[config.mk]
export PLATFORM = sky130hd
export DESIGN_NAME = sparse_coordinate_store_flat
export DESIGN_NICKNAME = d
export VERILOG_FILES = /design/src/rtl/scs_pkg.sv /design/src/rtl/scs_req_if.sv /design/src/rtl/scs_rsp_if.sv /design/src/rtl/scs_ram.sv /design/src/rtl/scs_ctrl.sv /design/src/rtl/scs_datapath.sv /design/src/rtl/sparse_coordinate_store.sv /design/src/flat_wrapper.sv
export SDC_FILE = /design/constraint.sdc
export NUM_CORES = 2
export LEC_CHECK = 0
export BUFFER_PORTS_ARGS = -buffer_cell sky130_fd_sc_hd__buf_2
export CORE_MARGIN = 10
export CORE_UTILIZATION = 47
export DETAILED_ROUTE_END_ITERATION = 12
export PLACE_DENSITY_LB_ADDON = 0.15
export SYNTH_ARGS = -nofsm -noshare
export SYNTH_HDL_FRONTEND = slang
export SYNTH_SLANG_ARGS = --single-unit
export TNS_END_PERCENT = 30
[constraint.sdc]
create_clock -name clk -period 5 [get_ports clk]
set_input_delay 0.25 -clock clk [delete_from_list [all_inputs] [get_ports clk]]
set_output_delay 0.25 -clock clk [all_outputs]
set_load 0.005 [all_outputs]
[src/rtl/scs_pkg.sv]
package scs_pkg;

    localparam int CAPACITY   = 64;
    localparam int COORD_BITS = 8;

    // fixed widths of the channel fields
    localparam int FIELD_BITS = 8;
    localparam int DATA_BITS  = 32;

    // coordinate bits kept in the table
    localparam int KEY_BITS  = (COORD_BITS < FIELD_BITS) ? COORD_BITS : FIELD_BITS;
    localparam int IDX_BITS  = $clog2(CAPACITY);
    localparam int CNT_BITS  = $clog2(CAPACITY + 1);
    localparam int ENTRY_BITS = 2 * KEY_BITS + DATA_BITS;

    localparam logic KIND_READ  = 1'b0;
    localparam logic KIND_WRITE = 1'b1;

    typedef logic [1:0] status_t;
    localparam status_t STATUS_OK           = 2'd0;
    localparam status_t STATUS_ZERO_IGNORED = 2'd1;
    localparam status_t STATUS_FULL_DROPPED = 2'd2;

    typedef struct packed {
        logic start;
        logic scan_en;
        logic commit;
    } cmd_t;

    typedef struct packed {
        logic zero_write;
        logic scan_done;
        logic out_free;
    } stat_t;

endpackage

[src/rtl/scs_req_if.sv]
interface scs_req_if;
    import scs_pkg::*;

    logic                        valid;
    logic                        ready;
    logic                        kind;
    logic [FIELD_BITS-1:0]       row_index;
    logic [FIELD_BITS-1:0]       col_index;
    logic signed [DATA_BITS-1:0] write_data;

    modport source (output valid, kind, row_index, col_index, write_data, input ready);
    modport sink   (input valid, kind, row_index, col_index, write_data, output ready);
endinterface

[src/rtl/scs_rsp_if.sv]
interface scs_rsp_if;
    import scs_pkg::*;

    logic                        valid;
    logic                        ready;
    logic signed [DATA_BITS-1:0] read_data;
    logic                        hit;
    logic [1:0]                  status;

    modport source (output valid, read_data, hit, status, input ready);
    modport sink   (input valid, read_data, hit, status, output ready);
endinterface

[src/rtl/scs_ram.sv]
module scs_ram #(
    parameter int WIDTH = 8,
    parameter int DEPTH = 16
) (
    input  logic                     clk,
    input  logic                     we,
    input  logic [$clog2(DEPTH)-1:0] waddr,
    input  logic [WIDTH-1:0]         wdata,
    input  logic [$clog2(DEPTH)-1:0] raddr,
    output logic [WIDTH-1:0]         rdata
);
    logic [WIDTH-1:0] mem [DEPTH];

    always_ff @(posedge clk)
    begin
        if (we)
        begin
            mem[waddr] <= wdata;
        end
        rdata <= mem[raddr];
    end
endmodule

[src/rtl/scs_ctrl.sv]
module scs_ctrl (
    input  logic           clk,
    input  logic           rst_n,
    input  logic           in_valid,
    output logic           in_ready,
    input  scs_pkg::stat_t stat,
    output scs_pkg::cmd_t  cmd
);
    import scs_pkg::*;

    localparam logic [1:0] ST_IDLE = 2'd0;
    localparam logic [1:0] ST_SCAN = 2'd1;
    localparam logic [1:0] ST_DONE = 2'd2;

    logic [1:0] state_reg;
    logic [1:0] state_next;

    always_comb
    begin
        state_next  = state_reg;
        in_ready    = 1'b0;
        cmd         = '0;
        unique case (state_reg)
            ST_IDLE:
            begin
                in_ready  = 1'b1;
                cmd.start = in_valid;
                if (in_valid)
                begin
                    // a zero write touches nothing, skip the scan
                    state_next = stat.zero_write ? ST_DONE : ST_SCAN;
                end
            end
            ST_SCAN:
            begin
                cmd.scan_en = 1'b1;
                if (stat.scan_done)
                begin
                    state_next = ST_DONE;
                end
            end
            ST_DONE:
            begin
                if (stat.out_free)
                begin
                    cmd.commit = 1'b1;
                    state_next = ST_IDLE;
                end
            end
            default:
            begin
                state_next = ST_IDLE;
            end
        endcase
    end

    always_ff @(posedge clk or negedge rst_n)
    begin
        if (!rst_n)
        begin
            state_reg <= ST_IDLE;
        end
        else
        begin
            state_reg <= state_next;
        end
    end
endmodule

[src/rtl/scs_datapath.sv]
module scs_datapath (
    input  logic           clk,
    input  logic           rst_n,
    scs_req_if.sink        req,
    scs_rsp_if.source      rsp,
    input  scs_pkg::cmd_t  cmd,
    output scs_pkg::stat_t stat
);
    import scs_pkg::*;

    // request held for the whole item
    logic                  kind_reg;
    logic [KEY_BITS-1:0]   row_reg;
    logic [KEY_BITS-1:0]   col_reg;
    logic [DATA_BITS-1:0]  data_reg;

    // scan pipeline: issue a read, compare in the next cycle
    logic [CNT_BITS-1:0]   issue_idx_reg, issue_idx_next;
    logic                  cmp_valid_reg, cmp_valid_next;
    logic [IDX_BITS-1:0]   cmp_idx_reg, cmp_idx_next;
    logic                  found_reg, found_next;
    logic [IDX_BITS-1:0]   found_idx_reg, found_idx_next;
    logic [DATA_BITS-1:0]  found_val_reg, found_val_next;

    logic [CNT_BITS-1:0]   count_reg, count_next;

    logic                  out_valid_reg, out_valid_next;
    logic [DATA_BITS-1:0]  out_data_reg, out_data_next;
    logic                  out_hit_reg, out_hit_next;
    status_t               out_status_reg, out_status_next;

    logic                  issue_ok;
    logic                  entry_match;
    logic                  ram_we;
    logic [IDX_BITS-1:0]   ram_waddr;
    logic [ENTRY_BITS-1:0] ram_rdata;
    logic [KEY_BITS-1:0]   ent_row;
    logic [KEY_BITS-1:0]   ent_col;
    logic [DATA_BITS-1:0]  ent_val;

    scs_ram #(
        .WIDTH (ENTRY_BITS),
        .DEPTH (CAPACITY)
    ) u_table (
        .clk   (clk),
        .we    (ram_we),
        .waddr (ram_waddr),
        .wdata ({row_reg, col_reg, data_reg}),
        .raddr (issue_idx_reg[IDX_BITS-1:0]),
        .rdata (ram_rdata)
    );

    assign ent_row = ram_rdata[ENTRY_BITS-1 -: KEY_BITS];
    assign ent_col = ram_rdata[DATA_BITS +: KEY_BITS];
    assign ent_val = ram_rdata[DATA_BITS-1:0];

    assign issue_ok    = cmd.scan_en && !found_reg && (issue_idx_reg < count_reg);
    assign entry_match = cmp_valid_reg && (ent_row == row_reg) && (ent_col == col_reg);

    assign stat.zero_write = (req.kind == KIND_WRITE) && (req.write_data == '0);
    assign stat.scan_done  = found_reg || (!cmp_valid_reg && (issue_idx_reg == count_reg));
    assign stat.out_free   = !out_valid_reg || rsp.ready;

    always_comb
    begin
        issue_idx_next  = issue_idx_reg;
        cmp_valid_next  = issue_ok;
        cmp_idx_next    = issue_idx_reg[IDX_BITS-1:0];
        found_next      = found_reg;
        found_idx_next  = found_idx_reg;
        found_val_next  = found_val_reg;
        count_next      = count_reg;
        out_valid_next  = out_valid_reg;
        out_data_next   = out_data_reg;
        out_hit_next    = out_hit_reg;
        out_status_next = out_status_reg;
        ram_we          = 1'b0;
        ram_waddr       = count_reg[IDX_BITS-1:0];

        if (cmd.start)
        begin
            issue_idx_next = '0;
            cmp_valid_next = 1'b0;
            found_next     = 1'b0;
        end
        else
        begin
            if (issue_ok)
            begin
                issue_idx_next = issue_idx_reg + CNT_BITS'(1);
            end
            // first match wins, later ones in flight are dropped
            if (entry_match && !found_reg)
            begin
                found_next     = 1'b1;
                found_idx_next = cmp_idx_reg;
                found_val_next = ent_val;
            end
        end

        if (rsp.ready)
        begin
            out_valid_next = 1'b0;
        end

        if (cmd.commit)
        begin
            out_valid_next  = 1'b1;
            out_data_next   = '0;
            out_hit_next    = 1'b0;
            out_status_next = STATUS_OK;
            if (kind_reg == KIND_READ)
            begin
                out_hit_next  = found_reg;
                out_data_next = found_reg ? found_val_reg : '0;
            end
            else if (data_reg == '0)
            begin
                out_status_next = STATUS_ZERO_IGNORED;
            end
            else if (found_reg)
            begin
                out_hit_next = 1'b1;
                ram_we       = 1'b1;
                ram_waddr    = found_idx_reg;
            end
            else if (count_reg < CNT_BITS'(CAPACITY))
            begin
                ram_we     = 1'b1;
                count_next = count_reg + CNT_BITS'(1);
            end
            else
            begin
                out_status_next = STATUS_FULL_DROPPED;
            end
        end
    end

    always_ff @(posedge clk or negedge rst_n)
    begin
        if (!rst_n)
        begin
            cmp_valid_reg <= 1'b0;
            found_reg     <= 1'b0;
            count_reg     <= '0;
            out_valid_reg <= 1'b0;
            issue_idx_reg <= '0;
        end
        else
        begin
            cmp_valid_reg <= cmp_valid_next;
            found_reg     <= found_next;
            count_reg     <= count_next;
            out_valid_reg <= out_valid_next;
            issue_idx_reg <= issue_idx_next;
        end
    end

    always_ff @(posedge clk)
    begin
        if (cmd.start)
        begin
            kind_reg <= req.kind;
            row_reg  <= req.row_index[KEY_BITS-1:0];
            col_reg  <= req.col_index[KEY_BITS-1:0];
            data_reg <= req.write_data;
        end
        cmp_idx_reg    <= cmp_idx_next;
        found_idx_reg  <= found_idx_next;
        found_val_reg  <= found_val_next;
        out_data_reg   <= out_data_next;
        out_hit_reg    <= out_hit_next;
        out_status_reg <= out_status_next;
    end

    assign rsp.valid     = out_valid_reg;
    assign rsp.read_data = out_data_reg;
    assign rsp.hit       = out_hit_reg;
    assign rsp.status    = out_status_reg;
endmodule

[src/rtl/sparse_coordinate_store.sv]
// Flow: a request is taken in idle, then the scan reads one stored entry per cycle from the
// table RAM until a hit or the end of the count, and the result is committed once the output
// slot is free; a zero write skips the scan.
// Requests: one at a time; a new request is taken only after the previous result is
// registered, and may be taken while it waits.
// Reset: rst_n clears the entry count and all control state; table contents are
// left as they are, and entries at or above the count are never compared.
module sparse_coordinate_store (
    input  logic      clk,
    input  logic      rst_n,
    scs_req_if.sink   req,
    scs_rsp_if.source rsp
);
    import scs_pkg::*;

    cmd_t  cmd;
    stat_t stat;
    logic  in_ready;

    assign req.ready = in_ready;

    scs_ctrl u_ctrl (
        .clk      (clk),
        .rst_n    (rst_n),
        .in_valid (req.valid),
        .in_ready (in_ready),
        .stat     (stat),
        .cmd      (cmd)
    );

    scs_datapath u_datapath (
        .clk   (clk),
        .rst_n (rst_n),
        .req   (req),
        .rsp   (rsp),
        .cmd   (cmd),
        .stat  (stat)
    );

    // one request in flight at a time
    a_one_in_flight: assert property (@(posedge clk) disable iff (!rst_n)
        req.valid && req.ready |=> !req.ready)
        else $error("request taken while another is in progress");

    a_commit_has_room: assert property (@(posedge clk) disable iff (!rst_n)
        cmd.commit |-> stat.out_free)
        else $error("result committed over an untaken result");

    a_start_commit_apart: assert property (@(posedge clk) disable iff (!rst_n)
        !(cmd.start && (cmd.commit || cmd.scan_en)))
        else $error("start overlaps scan or commit");

    a_result_after_commit: assert property (@(posedge clk) disable iff (!rst_n)
        cmd.commit |=> rsp.valid)
        else $error("commit did not raise the result");
endmodule
[src/flat_wrapper.sv]
// flat-port wrapper written by rule: the top's interface ports become plain ports
module sparse_coordinate_store_flat import scs_pkg::*;
  (clk, rst_n, req_valid, req_kind, req_row_index, req_col_index, req_write_data, req_ready, rsp_valid, rsp_read_data, rsp_hit, rsp_status, rsp_ready);
  scs_req_if req_i ();
  scs_rsp_if rsp_i ();
  input  logic clk;
  input  logic rst_n;
  input wire logic [$bits(req_i.valid)-1:0] req_valid;
  input wire logic [$bits(req_i.kind)-1:0] req_kind;
  input wire logic [$bits(req_i.row_index)-1:0] req_row_index;
  input wire logic [$bits(req_i.col_index)-1:0] req_col_index;
  input wire logic [$bits(req_i.write_data)-1:0] req_write_data;
  output wire logic [$bits(req_i.ready)-1:0] req_ready;
  output wire logic [$bits(rsp_i.valid)-1:0] rsp_valid;
  output wire logic [$bits(rsp_i.read_data)-1:0] rsp_read_data;
  output wire logic [$bits(rsp_i.hit)-1:0] rsp_hit;
  output wire logic [$bits(rsp_i.status)-1:0] rsp_status;
  input wire logic [$bits(rsp_i.ready)-1:0] rsp_ready;
  assign req_i.valid = req_valid;
  assign req_i.kind = req_kind;
  assign req_i.row_index = req_row_index;
  assign req_i.col_index = req_col_index;
  assign req_i.write_data = req_write_data;
  assign req_ready = req_i.ready;
  assign rsp_valid = rsp_i.valid;
  assign rsp_read_data = rsp_i.read_data;
  assign rsp_hit = rsp_i.hit;
  assign rsp_status = rsp_i.status;
  assign rsp_i.ready = rsp_ready;
  sparse_coordinate_store u_core (.clk(clk), .rst_n(rst_n), .req(req_i), .rsp(rsp_i));
endmodule
==> flow_metrics.py <==
metrics = {
    "timing": {
        "fmax_mhz": 254,
        "hold_viol": 0,
        "relSlewSlack": 0.200,
        "period_needed_ns": 3.94,
        "skew_ns": 0.0960,
        "rsz0062_at_grt": "no",
        "slew_violations": 0,
        "min_period_over_period": 0.789,
        "fin_setup_tns_ns": 0,
        "setup-violations-final": 0,
        "tightest_slew_ns": 1.20,
        "setup_ws_ns": 1.06,
    },
    "yosys": {
        "ys_seq_area_frac": 0.790,
        "synth_fp_nets": 5519,
        "syn_area_sq_um": 123000,
        "yosys.area.top_type": "edfxtp_1",
        "ys_top_cells_by_count": "3194 x edfxtp_1, 727 x mux4_2, 238 x a22oi_1, 234 x mux2i_1, 119 x clkbuf_1",
        "async_reset_ff_frac": 0.00582,
        "yosys_warnings": 0,
        "avgSynthCellArea_sq_um": 22.6,
        "syn_inst": 5457,
        "synth_top_cell_area_share": 0.778,
        "synth_area_leaders": "edfxtp_1 78%, mux4_2 13%, mux2i_1 1.9%",
        "ys_types": 53,
        "synth_ff_type": "edfxtp_1",
        "yosysMostFrequentCell": "edfxtp_1",
        "ys_seq_elements": 3267,
        "synth_edf_count": 3194,
    },
    "drt": {
        "drtIter0Drc": 7953,
        "dr.pass1.iters": 6,
        "vias": 61300,
        "wl_um": 361000,
        "viasPerCell": 6.32,
        "wire_per_inst_um": 37.2,
        "ant_nets": 0,
        "drc_errors": 0,
    },
    "clocking": {
        "clk_path_buf_depth": 4,
        "cts_buffers": 346,
        "cts_tree": "yes",
        "cts_resized": 0,
        "clk_latency_ns": 1.00,
        "cts_htree_levels": 5,
        "cts_sinks": 3267,
        "clk_root_buffer_cell": "clkbuf_16",
        "clk_pin_slew_worst_paths_ns": 0.06,
        "post-cts-setup-buffers": 0,
        "postCtsHoldBufs": 69,
    },
    "cells_and_area": {
        "drive_gt1_frac": 0.266,
        "largest_reg_flops": 3072,
        "fillers": 19600,
        "largest_register": "u_core.u_datapath.u_table.mem",
        "area_growth_pct": 14.8,
        "utilization": 0.543,
        "largestRegisters": "u_core.u_datapath.u_table.mem (3072), u_core.u_datapath.u_table.rdata (48)",
        "finalNetCount": 5992,
    },
    "setup_path": {
        "slowest_stage": "buf_4",
        "cp_num_buf_inv": 3,
        "start_kind": "flip-flop",
        "endpoint_kind": "flip-flop",
        "critPathKind": "reg2reg",
        "cpMostUsedCell": "buf_4",
        "critPathRequiredTime_ns": 5.53,
        "slowest_delay_ns": 0.93,
        "cp_cell_sequence": "nor4_1 -> buf_4 -> and4_1 -> a21oi_4 -> buf_4 -> nor3_1 -> a31oi_1 -> nor2_4 -> buf_4",
        "critPathTopFamily": "buffers and inverters",
        "crit_fanout": 37,
        "arrival_ns": 4.47,
    },
    "power": {
        "pwr-share-comb": 0.238,
        "p_leak_uw": 0.0447,
        "p_per_area_nw_per_um2": 518,
        "p_clk_frac": 0.337,
        "seqPwrFrac": 0.425,
        "ir_drop_mv": 0.413,
        "p_switching_uw": 20500,
        "p_int_uw": 52700,
        "swShare": 0.281,
    },
    "die": {
        "pin_count": 90,
        "die_y_um": 532,
        "start_util": 0.473,
        "die_w_um": 532,
        "num_rows": 187,
        "dieArea_sq_um": 283000,
        "core_sq_um": 260000,
    },
    "global_route": {
        "grtUsageTotal": 0.250,
        "overflow": 0,
        "grt_antenna_before_repair": 13,
        "grt_pass1_vias": 61700,
        "grt_max_degree": 98,
        "grt_pass1_wl_um": 499000,
    },
    "run": {
        "cap_violations": 0,
    },
    "place": {
        "pre_cts_ws_ns": 1.14,
        "dp_hpwl_um": 197000,
        "io_buffers": 89,
        "gp_congestion": 0.827,
    },
    "outcome": {
        "outcome": "complete, no violations",
    },
    "hold_path": {
        "worstHoldPathType": "in2reg",
    },
}
[logic make-up (layout without fill, tap and decap cells)]
| family | count (synthesis) | after routing | share of synthesized area |
|---|---|---|---|
| buf+inv | 308 | 1045 | 0.0119 |
| simple gates | 413 | 413 | 0.0166 |
| fa+ha+maj | 9 | 9 | 0.000913 |
| xor+xnor | 22 | 22 | 0.00156 |
| flops | 3267 | 3267 | 0.790 |
| mux | 963 | 963 | 0.152 |
| other cells | 0 | 6 | 0 |
| compound gates | 475 | 475 | 0.0267 |
[routing by layer]
metal | up-vias | GRT usage | share of wire
met4 | 2 | 0.100 | 0.048
met2 | 3120 | 0.400 | 0.48
li1 | 24200 | - | -
met1 | 33300 | 0.339 | 0.39
met3 | 710 | 0.0490 | 0.084
met5 | - | 0 | 0.000033
[worst paths after layout]
check,startpoint,end,slack [ns],depth (start not counted)
max reg2reg,u_core.u_datapath.data_reg[13],u_core.u_datapath.u_table.mem[23][27],1.06,9
min reg2reg,u_core.u_datapath.u_table.rdata[1],u_core.u_datapath.found_val_reg[1],0.40,0
min,req_write_data[26],u_core.u_datapath.data_reg[26],0.06,2
max,u_core.u_datapath.data_reg[13],u_core.u_datapath.u_table.mem[23][27],1.06,9
min in group asynchronous,rst_n,u_core.u_ctrl.state_reg[0],0.45,4
max in group asynchronous,rst_n,u_core.u_datapath.issue_idx_reg[0],4.32,4
[cell usage in the layout (no fill, tap or decap), types with 25 or more instances in the layout]
cell type,instances
edfxtp_1,3194
mux4_2,727
clkbuf_16,352
a22oi_1,238
mux2i_1,234
buf_4,203
nand2_1,104
buf_2,89
a21oi_1,88
clkbuf_1,81
dlygate4sd3_1,68
nor2_4,67
clkinv_2,60
clkinv_1,60
buf_12,60
dfxtp_1,54
o22ai_1,53
nor3_1,48
and2_1,34
a31oi_1,30
nor2_1,25
nand3_1,25
[worst reg2reg max path: cells and delay by family (launching register included)]
kind,cells,cell delay [ns]
buffers and inverters,3,1.44
AOI/OAI and AO/OA,2,0.39
DFF,1,0.42
and+or+nand+nor,4,1.22
[power groups by stage]
stage               Sequential, uW  Combinational (uW)  Clock [uW]
global placement             31700               17400           0
floorplan                    31500               12200           0
finish                       31100               17400       24700
detailed placement           31700               17500           0
global route                 31100               18400       26100
CTS                          31100               17600       25000
[layout make-up]
type | instances | area, sq um | area share
sequential | 3267 | 97500 | 0.689
multi-input combinational | 1882 | 25000 | 0.176
clock buffer | 443 | 9250 | 0.0654
tap | 3496 | 4370 | 0.0309
timing repair buffer | 420 | 3850 | 0.0272
clock inverter | 169 | 1510 | 0.0107
inverter | 13 | 50.0 | 0.000354
antenna | 6 | 15.0 | 0.000106
[metrics by stage]
step                      total power, uW  instance area [sq um]  hold WS [ns]  cells
final                               73200                 142000        0.0585   9696
after global routing                75700                 141000        0.0155   9692
after CTS                           73800                 141000       0.00648   9690
after detailed placement            49200                 130000         0.381   9009
after global placement              49200                 130000         0.356   9009
after floorplan                     43700                 123000       -0.0456   5457
No activity file was read; power rests on OpenSTA's default activity.
